===== config.mk =====
export PLATFORM = sky130hd
export DESIGN_NAME = msd_cell
export DESIGN_NICKNAME = d
export VERILOG_FILES = /design/src/msd_pkg.sv /design/src/msd_cell.sv
export SDC_FILE = /design/constraint.sdc
export NUM_CORES = 1
export LEC_CHECK = 0
export BUFFER_PORTS_ARGS = -buffer_cell sky130_fd_sc_hd__clkbuf_2
export CAP_MARGIN = 10
export CELL_PAD_IN_SITES_DETAIL_PLACEMENT = 1
export CELL_PAD_IN_SITES_GLOBAL_PLACEMENT = 1
export CORE_MARGIN = 2
export CORE_UTILIZATION = 36
export CTS_BUF_LIST = sky130_fd_sc_hd__clkbuf_4 sky130_fd_sc_hd__clkbuf_8
export CTS_CLUSTER_SIZE = 8
export DETAILED_ROUTE_END_ITERATION = 10
export GPL_ROUTABILITY_DRIVEN = 0
export PLACE_DENSITY = 0.78
export SLEW_MARGIN = 20
export SYNTH_ARGS = -nofsm -noshare
export SYNTH_HDL_FRONTEND = slang
export SYNTH_SLANG_ARGS = --single-unit

===== constraint.sdc =====
create_clock -name clk -period 5.6 [get_ports clk]
set_input_delay 0.84 -clock clk [delete_from_list [all_inputs] [get_ports clk]]
set_output_delay 0.84 -clock clk [all_outputs]
set_load 0.02 [all_outputs]

===== src/msd_pkg.sv =====
// Package for the Morse stream decoder: field widths, character codes,
// the token that travels down the lookup chain and the byte mask function.
// No dependencies.
package msd_pkg;

  localparam int CHAR_W = 8;
  localparam int CODE_BYTES = 8;
  localparam int CODE_W = CHAR_W * CODE_BYTES;
  localparam int LEN_W = 4;
  localparam int RUN_W = 3;

  localparam logic [CHAR_W-1:0] SPACE_CHAR = 8'd32;
  localparam logic [CHAR_W-1:0] FAIL_CHAR = 8'd42;
  localparam logic [RUN_W-1:0] GAP_LIMIT = 3'd3;
  localparam logic [RUN_W-1:0] RUN_SAT = 3'd4;

  localparam logic ACT_LOAD = 1'b0;
  localparam logic ACT_STREAM = 1'b1;

  typedef struct packed {
    logic              valid;
    logic              hit;
    logic [CODE_W-1:0] key;
    logic [LEN_W-1:0]  klen;
    logic [CHAR_W-1:0] sym;
  } msd_tok_t;

  function automatic logic [CODE_W-1:0] byte_mask(input logic [LEN_W-1:0] n);
    logic [CODE_W-1:0] m;
    m = '0;
    for (int b = 0; b < CODE_BYTES; b++) begin
      if (LEN_W'(b) < n) begin
        m[b*CHAR_W +: CHAR_W] = '1;
      end
    end
    return m;
  endfunction

endpackage


===== src/msd_cell.sv =====
// One cell of the lookup chain: holds a single table entry and passes the
// search token to its neighbour every cycle, marking the first match.
// Depends on msd_pkg.
module msd_cell (
  input  logic                           clk,
  input  logic                           rst_n,
  input  logic                           ld_en,
  input  logic [msd_pkg::CHAR_W-1:0]     ld_sym,
  input  logic [msd_pkg::CODE_W-1:0]     ld_code,
  input  logic [msd_pkg::LEN_W-1:0]      ld_len,
  input  logic                           live,
  input  msd_pkg::msd_tok_t              tok_in,
  output msd_pkg::msd_tok_t              tok_out
);
  import msd_pkg::*;

  logic [CHAR_W-1:0] sym_r;
  logic [CODE_W-1:0] code_r;
  logic [LEN_W-1:0]  len_r;
  msd_tok_t          tok_r;
  msd_tok_t          tok_nxt;
  logic              match;

  assign match = live && !tok_in.hit && (len_r == tok_in.klen) && (code_r == tok_in.key);

  always_comb begin
    tok_nxt = tok_in;
    if (match) begin
      tok_nxt.hit = 1'b1;
      tok_nxt.sym = sym_r;
    end
  end

  always_ff @(posedge clk) begin
    if (ld_en) begin
      sym_r  <= ld_sym;
      code_r <= ld_code;
      len_r  <= ld_len;
    end
    tok_r.hit  <= tok_nxt.hit;
    tok_r.key  <= tok_nxt.key;
    tok_r.klen <= tok_nxt.klen;
    tok_r.sym  <= tok_nxt.sym;
    if (!rst_n) begin
      tok_r.valid <= 1'b0;
    end else begin
      tok_r.valid <= tok_nxt.valid;
    end
  end

  assign tok_out = tok_r;

endmodule


==> metrics, run 1 <==
layout net count 699; number of enable flip-flop cells after synthesis 76; Final period util 0.483; relative slew slack 0.330; Residual DRC 0; Peak Freq roughly 370 MHz; sort of element at the end of the critical path flip-flop; DRT Pass-1 Iters 4; area of the multi-input gates 871 sq um; part of the Yosys area used for sequential elements 0.796; Crit Path Max Fanout 9; violation count after the first detailed-routing iteration roughly 110; CTS resizes 0; cell area power density around 350 nW/um^2; total number of yosys warnings 0; total CTS buffers 17; count of final setup violators 0; Sinks on Clock Net ~150; Via-to-Cell Ratio about 4.4; average wire per standard cell ~17 um; share of flip-flops with an asynchronous set or reset 0; average footprint of a synthesized cell roughly 17 sq um; final critical delay including setup and external delays about 2.7 ns; ANT nets after route 0; hold_buf cts 0; post-synthesis register bit count between 150 and 200; worst clock skew between 0.007 and 0.008 ns; type of the most critical hold path reg2reg; Die Footprint between 10000 and 15000 sq um; Cell Rows between 40 and 50; global route overflow 0; global-route wire length before repair approximately 18000 um; FF-to-FF setup slack roughly 3 ns; number of endpoints with negative hold slack in the final report 0; Yosys top cell by area edfxtp_1; latest clock arrival within the worst-skew pair 0.44 ns; clock tree from TritonCTS yes; via count of the first global-routing pass roughly 3600; Ports approximately 240; total of max-cap violations 0; sequential cell area in the final layout just under 4000 sq um; routed wire length about 12000 um; overall fraction of global-route tracks in use 0.171; layout overhead on the synthesized area 36.8%; final standard cell count with taps included and fillers excluded 730; Root Buffer clkbuf_8; placed wire-length estimate 9580 um; Filler Cell Count ~1400; number of buffers inserted by port buffering approximately 240; number of antenna diodes 0; number of setup buffers added after CTS 0; RSZ-0062 raised after global routing no; Die H ~120 um; leading cell type in the layout, fill and taps excluded clkbuf_2; category of the critical setup timing path in2reg; outcome finished clean; pin slew with the least headroom to its limit 1.00 ns; synthesized netlist net count about 450; TNS Setup 0 ns; highest ir drop seen on vdd 0.000169 V; maximum root-to-sink buffer count 2; Lkg Pwr about 3 nW; most used cell along the critical path nand4_1; top-area cell type share of the netlist area 0.472; Cell Count Post-Placement 698; clock-pin slew reported for the worst setup and hold paths after clock tree synthesis 0.08 ns; arrival time at the worst endpoint 3.03 ns; most common flop cell mapped by yosys dfxtp_1; Crit-path slowest cell or4_1; Starting Density 0.366; required time of the critical path 5.93 ns; combined area of all synthesized cells slightly below 5000 sq um; initial antenna violation count 0; post-synth cell types 27; commonest non-fill, non-tap cells in the layout clkbuf_2 (234), dfxtp_1 (78), edfxtp_1 (76); Post-Synthesis Cells 288; Die X between 100 and 150 um; Core Region ~13000 sq um; kind of start point of the critical path primary input; total number of H-tree levels 4; number of pins exceeding their max-slew limit in the final report 0; detailed-route via count around 3200; biggest cell delay along the critical path ~0.7 ns; share of final-layout standard cells stronger than drive strength 1 0.489; worst-path cell chain clkbuf_2 > xnor2_1 > nand4_1 > nor4_1 > nand4_1 > or4_1 > mux2_4; top area cells in the synthesized netlist edfxtp_1 (47%), dfxtp_1 (32%), xnor2_1 (5.4%), mux2_4 (2.5%), inv_1 (2.2%); largest net degree at the start of global routing 77
-- logic make-up after synthesis --
| family | share of synthesized area |
|---|---|
| xor+xnor | 0.0725 |
| flops | 0.796 |
| compound gates | 0.0430 |
| mux | 0.0249 |
| buf+inv | 0.0241 |
| simple gates | 0.0399 |
-- power by group --
part           switching, mW  internal [mW]
sequential            0.0267           1.26
combinational          0.118         0.0974
clock                  0.398          0.431
-- area by class of cell --
class                   count  area share
repair buffers            235       0.178
clock inverters            15      0.0239
multi-input cells         105       0.132
well taps                 176      0.0333
clock buffers              17      0.0354
inverters                  28      0.0159
flip-flops and latches    154       0.581
-- sequential cells by signal, indices dropped and copies added, names as in the netlist --
register	flops
code_r	64
tok_out	78
len_r	4
sym_r	8
-- cells in the mapped netlist, types with 2 or more instances --
cell	n
nor4_1	7
nand4_1	10
o2bb2ai_1	5
o22ai_1	9
nand2b_1	6
dfxtp_1	78
inv_1	28
xor2_1	10
xnor2_1	30
mux2_4	8
edfxtp_1	76
o2111ai_1	2
a22oi_1	4
nor2_1	2
-- per-layer routing --
layer / share of wire / track usage / up-vias
met5: 0 / 0 / -
met4: 0.022 / 0.0728 / 0
met3: 0.072 / 0.0618 / 21
met2: 0.53 / 0.306 / 146
met1: 0.38 / 0.181 / 1501
li1: - / - / 1539
-- stage by stage --
| stage | cell area [sq um] | setup WS [ns] | utilization | power [mW] | hold WS [ns] |
|---|---|---|---|---|---|
| after floorplan | 4830 | 3.03 | - | 1.40 | 0.453 |
| after global placement | 6220 | 2.44 | 0.471 | 1.52 | 0.456 |
| after detailed placement | 6220 | 2.38 | 0.471 | 1.53 | 0.461 |
| after CTS | 6610 | 2.87 | 0.501 | 2.36 | 0.472 |
| after global routing | 6610 | 2.77 | 0.501 | 2.43 | 0.488 |
| final | 6610 | 2.89 | 0.501 | 2.33 | 0.467 |
-- worst paths after layout --
check / from / cells past startpoint / endpoint
worst max-delay path: tok_in[74] / 7 / tok_out[1]
worst min-delay path: sym_r[4] / 1 / tok_out[4]
worst max register to register: code_r[11] / 6 / tok_out[1]
worst min register to register: sym_r[4] / 1 / tok_out[4]
-- worst max-delay path, delay by kind of cell --
kind,cells,cell delay (ns)
buffers and inverters,1,0.10
xor gates and xnor gates,1,0.18
and+or+nand+nor,4,1.51
muxes,1,0.39
Note: power is estimated with default switching activity, not from simulation.
==> run 2: changes to the inputs <==
--- a/config.mk
+++ b/config.mk
@@ -10,12 +10,12 @@
 export CELL_PAD_IN_SITES_DETAIL_PLACEMENT = 1
 export CELL_PAD_IN_SITES_GLOBAL_PLACEMENT = 1
 export CORE_MARGIN = 2
-export CORE_UTILIZATION = 36
+export CORE_UTILIZATION = 33
 export CTS_BUF_LIST = sky130_fd_sc_hd__clkbuf_4 sky130_fd_sc_hd__clkbuf_8
 export CTS_CLUSTER_SIZE = 8
 export DETAILED_ROUTE_END_ITERATION = 10
 export GPL_ROUTABILITY_DRIVEN = 0
-export PLACE_DENSITY = 0.78
+export PLACE_DENSITY = 0.75
 export SLEW_MARGIN = 20
 export SYNTH_ARGS = -nofsm -noshare
 export SYNTH_HDL_FRONTEND = slang
==> constraint.sdc (replaced) <==
create_clock -name clk -period 2.2 [get_ports clk]
set_input_delay 0.33 -clock clk [delete_from_list [all_inputs] [get_ports clk]]
set_output_delay 0.33 -clock clk [all_outputs]
set_load 0.02 [all_outputs]
==> run 2 against run 1 <==
Against the previous run: the run now ends with negative setup slack left; sequential share of layout area decreased by 4.8 points; clock-buffer cell count increased by 9; wire length increased by 9.9%; critical path depth unchanged; register-to-register slack got worse by 3.1 ns; flip-flop and latch count unchanged; largest power group unchanged; combinational power increased to 3.0 times the previous value; clock power increased by 150%; core utilization decreased by 0.16 points; first-iteration DRC count increased by 11%; power increased to 2.6 times the previous value.
==> metrics, run 2 (synthesis results as in run 1) <==
clock tree from TritonCTS yes; final standard cell count with taps included and fillers excluded 794 (+8.8%); Crit Path Max Fanout 9 (unchanged); cell area power density 831 nW/um^2 (+140%); placed wire-length estimate 9860 um (+2.9%); number of setup buffers added after CTS 0 (unchanged); largest net degree at the start of global routing 46 (-40%); maximum root-to-sink buffer count 2 (unchanged); routed length on met1 4780 um (+5.3%); Starting Density 0.335 (-0.0313); total CTS buffers 17 (unchanged); count of final setup violators 8 (+8); DR WL met2 7270 um (+14%); layout overhead on the synthesized area 49.2%; launching element of the worst setup path code_r[48]; layout net count 755 (+8.0%); Sinks on Clock Net 154 (unchanged); worst clock skew 0.00723 ns (-0.000559 ns); source of the worst hold timing path tok_in[11]; average wire per standard cell 16.7 um (+1.1%); highest ir drop seen on vdd 0.000545 V (+220%); worst-path cell chain xnor2_1 > nand4_1 > nor4_2 > nand4_1 > or4_4 > buf_8 > mux2_4; Ports 236 (unchanged); via count of the first global-routing pass 3933 (+11%); clock-pin slew reported for the worst setup and hold paths after clock tree synthesis 0.08 ns (about the same); global-route wire length before repair 20400 um (+13%); type of the most critical hold path in2reg; Cell Rows 44 (+4.8%); relative slew slack 0.703 (+0.373); Via-to-Cell Ratio 4.39 (about the same); initial antenna violation count 0 (unchanged); detailed-route via count 3486 (+8.7%); required time of the critical path 2.52 ns (-3.41 ns); latest clock arrival within the worst-skew pair 0.43 ns (about the same); routed wire length 13300 um (+9.9%); uppermost layer routed met4; number of endpoints with negative hold slack in the final report 0 (unchanged); most used cell along the critical path nand4_1; ANT nets after route 0 (unchanged); kind of start point of the critical path flip-flop; category of the critical setup timing path reg2reg; global route overflow 0 (unchanged); outcome complete, but fails checks; Worst R2R Start code_r[48]; detailed route wirelength on metal3 805 um (-7.6%); Die X 125 um (+4.3%); Peak Freq between 400 and 500 MHz; share of final-layout standard cells stronger than drive strength 1 0.487 (-0.00228); total number of H-tree levels 4 (unchanged); Final period util 1.05; leading cell type in the layout, fill and taps excluded clkbuf_2; commonest non-fill, non-tap cells in the layout clkbuf_2 (234), dfxtp_1 (78), edfxtp_1 (76); Lkg Pwr 3.28 nW (+10%); number of antenna diodes 0 (unchanged); instance area after placement 6350 sq um (+2.2%); number of buffers inserted by port buffering 235 (unchanged); DRT Pass-1 Iters 4 (unchanged); flip-flop count of the largest register after layout 78 (unchanged); Final Worst Setup Slack -0.111 ns (-3.01 ns); Die Footprint 15600 sq um (+8.8%); arrival time at the worst endpoint 2.63 ns (-0.40 ns); total of max-cap violations 0 (unchanged); violation count after the first detailed-routing iteration 120 (+11%); sort of element at the end of the critical path flip-flop; Crit-path slowest cell or4_4; TNS Setup -0.863 ns (-0.863 ns); Residual DRC 0 (unchanged); Filler Cell Count 1545 (+9.3%); Root Buffer clkbuf_8; violations in the final reports negative setup slack; number of pins exceeding their max-slew limit in the final report 0 (unchanged); Core Region 14400 sq um (+9.4%); RSZ-0062 raised after global routing yes; pin slew with the least headroom to its limit 0.445 ns (-0.560 ns); overall fraction of global-route tracks in use 0.172 (+0.00109); cell area after layout 7210 sq um (+9.0%); Cell Count Post-Placement 721 (+3.3%); Die H 125 um (+4.3%); final critical delay including setup and external delays 2.31 ns; biggest cell delay along the critical path 0.56 ns (-0.14 ns)
[run 2: changes by cell type in the layout (fill, tap and decap cells not counted), moves of 2 or more]
cell           before  now
clkinv_1            5    0
dlygate4sd3_1       0   41
xnor2_2             0    2
clkbuf_8           17   21
buf_4               1   14
clkbuf_4            0    5
bufinv_16           3    1
nor4_1              7    5
inv_4               0    2
xnor2_1            30   28
clkinvlp_4          4    0
[run 2: worst max-delay path: cells and delay by family (launching register included)]
kind | cells | cell delay [ns]
and+or+nand+nor | 4 | 1.16
DFF | 1 | 0.39
buffers and inverters | 1 | 0.17
muxes | 1 | 0.29
xor gates and xnor gates | 1 | 0.19
[run 2: area by class of cell]
type                    instances  area, sq um  area share
clock inverters                 6         61.3     0.00851
inverters                      28          105      0.0146
well taps                     184          230      0.0320
multi-input cells             105          917       0.127
flip-flops and latches        154         3840       0.533
repair buffers                291         1720       0.239
clock buffers                  26          327      0.0453
[run 2: power breakdown]
group | internal (mW) | switching (mW)
Clock | 1.08 | 0.986
Sequential | 3.21 | 0.0696
Combinational | 0.318 | 0.324
[run 2: path summary, 6_finish.rpt]
path                       to  slack [ns]  cells after the start
setup / recovery   tok_out[6]       -0.11                      7
hold / removal    tok_out[11]        0.03                      1
setup reg to reg   tok_out[6]       -0.11                      7
hold reg to reg    tok_out[7]        0.48                      1
[run 2: metrics by stage]
stage	hold WS, ns	total power, mW	util	worst slack, ns
final	0.0312	5.99	0.500	-0.111
after floorplan	0.358	3.57	-	0.111
after global routing	0.00000169	6.27	0.500	-0.260
after CTS	0.000205	6.06	0.494	-0.201
after detailed placement	0.458	3.93	0.440	-0.431
after global placement	0.452	3.90	0.440	-0.316
[run 2: what timing repair did]
item | 4_1_cts | 5_1_grt
gates cloned | 0 | 0
pin swaps | 4 | 1
hold endpoints to repair | 36 | 5
resized for setup | 3 | 7
setup endpoints to repair | 9 | 9
hold buffers | 36 | 5
[run 2: per-layer routing]
layer | vias up | global-route usage
li1 | 1656 | -
met1 | 1651 | 0.180
met2 | 151 | 0.313
met3 | 28 | 0.0531
met4 | 0 | 0.0843
met5 | - | 0
==> run 3: changes to the inputs <==
--- a/config.mk
+++ b/config.mk
@@ -16,6 +16,7 @@
 export DETAILED_ROUTE_END_ITERATION = 10
 export GPL_ROUTABILITY_DRIVEN = 0
 export PLACE_DENSITY = 0.75
+export RECOVER_POWER = 25
 export SLEW_MARGIN = 20
 export SYNTH_ARGS = -nofsm -noshare
 export SYNTH_HDL_FRONTEND = slang
==> run 3 against run 2 <==
Against the previous run: the flow still finishes with violations (negative setup slack); clock skew decreased by 0.0015 ns; fmax about the same; die area unchanged; register-to-register slack about the same; worst hold slack improved by 0.016 ns; sequential power about the same; via count decreased by 0.11%; sequential share of layout area increased by 0.20 points; critical endpoint unchanged; largest power group unchanged.
==> metrics, run 3 (synthesis results as in run 1) <==
instance area after placement 6350 sq um (unchanged); total CTS buffers 17 (unchanged); via count of the first global-routing pass 3933 (unchanged); flip-flop count of the largest register after layout 78 (unchanged); initial antenna violation count 0 (unchanged); Starting Density 0.335 (unchanged); TNS Setup -0.863 ns (+0.0000570 ns); violation count after the first detailed-routing iteration 155 (+29%); outcome complete, but fails checks; average wire per standard cell 16.7 um (about the same); Die Footprint 15600 sq um (unchanged); arrival time at the worst endpoint 2.63 ns (about the same); maximum root-to-sink buffer count 2 (unchanged); worst reg2reg path endpoint tok_out[6]; total number of H-tree levels 4 (unchanged); destination of the critical timing path tok_out[6]; Die X 125 um (unchanged); sort of element at the end of the critical path flip-flop; latest clock arrival within the worst-skew pair 0.43 ns (about the same); Residual DRC 0 (unchanged); number of endpoints with negative hold slack in the final report 0 (unchanged); routed wire length 13300 um (about the same); overall fraction of global-route tracks in use 0.172 (unchanged); largest net degree at the start of global routing 46 (unchanged); leading cell type in the layout, fill and taps excluded clkbuf_2; Placement Setup Slack -0.431 ns (unchanged); number of antenna diodes 0 (unchanged); share of final-layout standard cells stronger than drive strength 1 0.451 (-0.0361); FF-to-FF setup slack -0.11 ns (about the same); Sinks on Clock Net 154 (unchanged); kind of start point of the critical path flip-flop; global-route wire length before repair 20400 um (unchanged); Lkg Pwr 3.22 nW (-2.0%); placed wire-length estimate 9860 um (unchanged); Via-to-Cell Ratio 4.39 (-0.11%); Final period util 1.05 (about the same); commonest non-fill, non-tap cells in the layout clkbuf_2 (212), dfxtp_1 (78), edfxtp_1 (76); Core Util, Final 0.498 (-0.00191); number of pins exceeding their max-slew limit in the final report 0 (unchanged); violations in the final reports negative setup slack; layout overhead on the synthesized area 48.6%; Cell Rows 44 (unchanged); global route overflow 0 (unchanged); cell area power density 833 nW/um^2 (+0.34%); RSZ-0062 raised after global routing yes; clock tree from TritonCTS yes; pin slew with the least headroom to its limit 0.447 ns (+0.00176 ns); final critical delay including setup and external delays 2.31 ns (+0.0000150 ns); layout net count 755 (unchanged); cells on worst reg2reg path 7 (unchanged); number of buffers inserted by port buffering 235 (unchanged); total of max-cap violations 0 (unchanged); relative slew slack 0.702 (-0.00117); clock-pin slew reported for the worst setup and hold paths after clock tree synthesis 0.08 ns (about the same); count of final setup violators 8 (unchanged); Peak Freq 433 MHz (about the same); detailed-route via count 3482 (-0.11%); category of the critical setup timing path reg2reg; Crit Path Max Fanout 9 (unchanged); ANT nets after route 0 (unchanged); launching element of the worst setup path code_r[48]; Worst R2R Start code_r[48]; Final Worst Setup Slack -0.111 ns (-0.0000150 ns); worst clock skew 0.00572 ns (-0.00151 ns); cell area after layout 7180 sq um (-0.38%); required time of the critical path 2.52 ns (about the same); Hold WS 0.0469 ns (+0.0157 ns); Root Buffer clkbuf_8; Die H 125 um (unchanged); DRT Pass-1 Iters 4 (unchanged); Ports 236 (unchanged); type of the most critical hold path in2reg; Core Region 14400 sq um (unchanged); highest ir drop seen on vdd 0.000543 V (-0.48%); number of setup buffers added after CTS 0 (unchanged)
run 3: changes by cell type in the layout (fill, tap and decap cells not counted):
cell and change:
clkbuf_1 +22, clkbuf_2 -22, buf_4 -1, clkbuf_4 +1
run 3: cell type report:
cell class	count	area (sq um)
Fill cell	1555	7250
Multi-Input combinational cell	105	917
Timing Repair Buffer	291	1690
Sequential cell	154	3840
Inverter	28	105
Clock inverter	6	61.3
Tap cell	184	230
Clock buffer	26	327
run 3: worst max-delay path, cell delays in order, from the launching register on:
cell and delay [ns]:
edfxtp_1 0.39, xnor2_1 0.19, nand4_1 0.17, nor4_2 0.23
nand4_1 0.20, or4_4 0.56, buf_8 0.17, mux2_4 0.29
run 3: layer usage:
| layer | global-route usage | vias up | wire length, um |
|---|---|---|---|
| met5 | 0 | - | 0 |
| met4 | 0.0843 | 0 | 485 |
| met3 | 0.0531 | 34 | 796 |
| met2 | 0.313 | 152 | 7180 |
| met1 | 0.180 | 1644 | 4800 |
| li1 | - | 1652 | - |
run 3: worst min-delay path by stage:
stage / cells past startpoint / slack [ns] / endpoint / startpoint
floorplan: 0 / 0.36 / tok_out[10] / tok_in[10]
global placement: 1 / 0.45 / tok_out[75] / tok_in[75]
detailed placement: 1 / 0.46 / tok_out[25] / tok_in[25]
CTS: 1 / 0.0002 / tok_out[55] / tok_in[55]
global route: 1 / 0.02 / tok_out[20] / tok_in[20]
finish: 1 / 0.05 / tok_out[11] / tok_in[11]
run 3: repair_timing:
item / CTS / global route
gates resized for setup: 3 / 7
hold endpoints to repair: 36 / 5
setup endpoints to repair: 9 / 9
gates cloned: 0 / 0
pin swaps: 4 / 1
hold buffers: 36 / 5
run 3: power by group:
part / internal [mW] / total [mW] / switching, mW
registers: 3.21 / 3.28 / 0.0695
clock network: 1.08 / 2.07 / 0.989
logic: 0.312 / 0.636 / 0.324
run 3: stage by stage:
step / total power [mW] / cells
6_report: 5.98 / 794
5_1_grt: 6.26 / 794
4_1_cts: 6.06 / 789
3_5_place_dp: 3.93 / 721
3_3_place_gp: 3.90 / 721
2_1_floorplan: 3.57 / 288
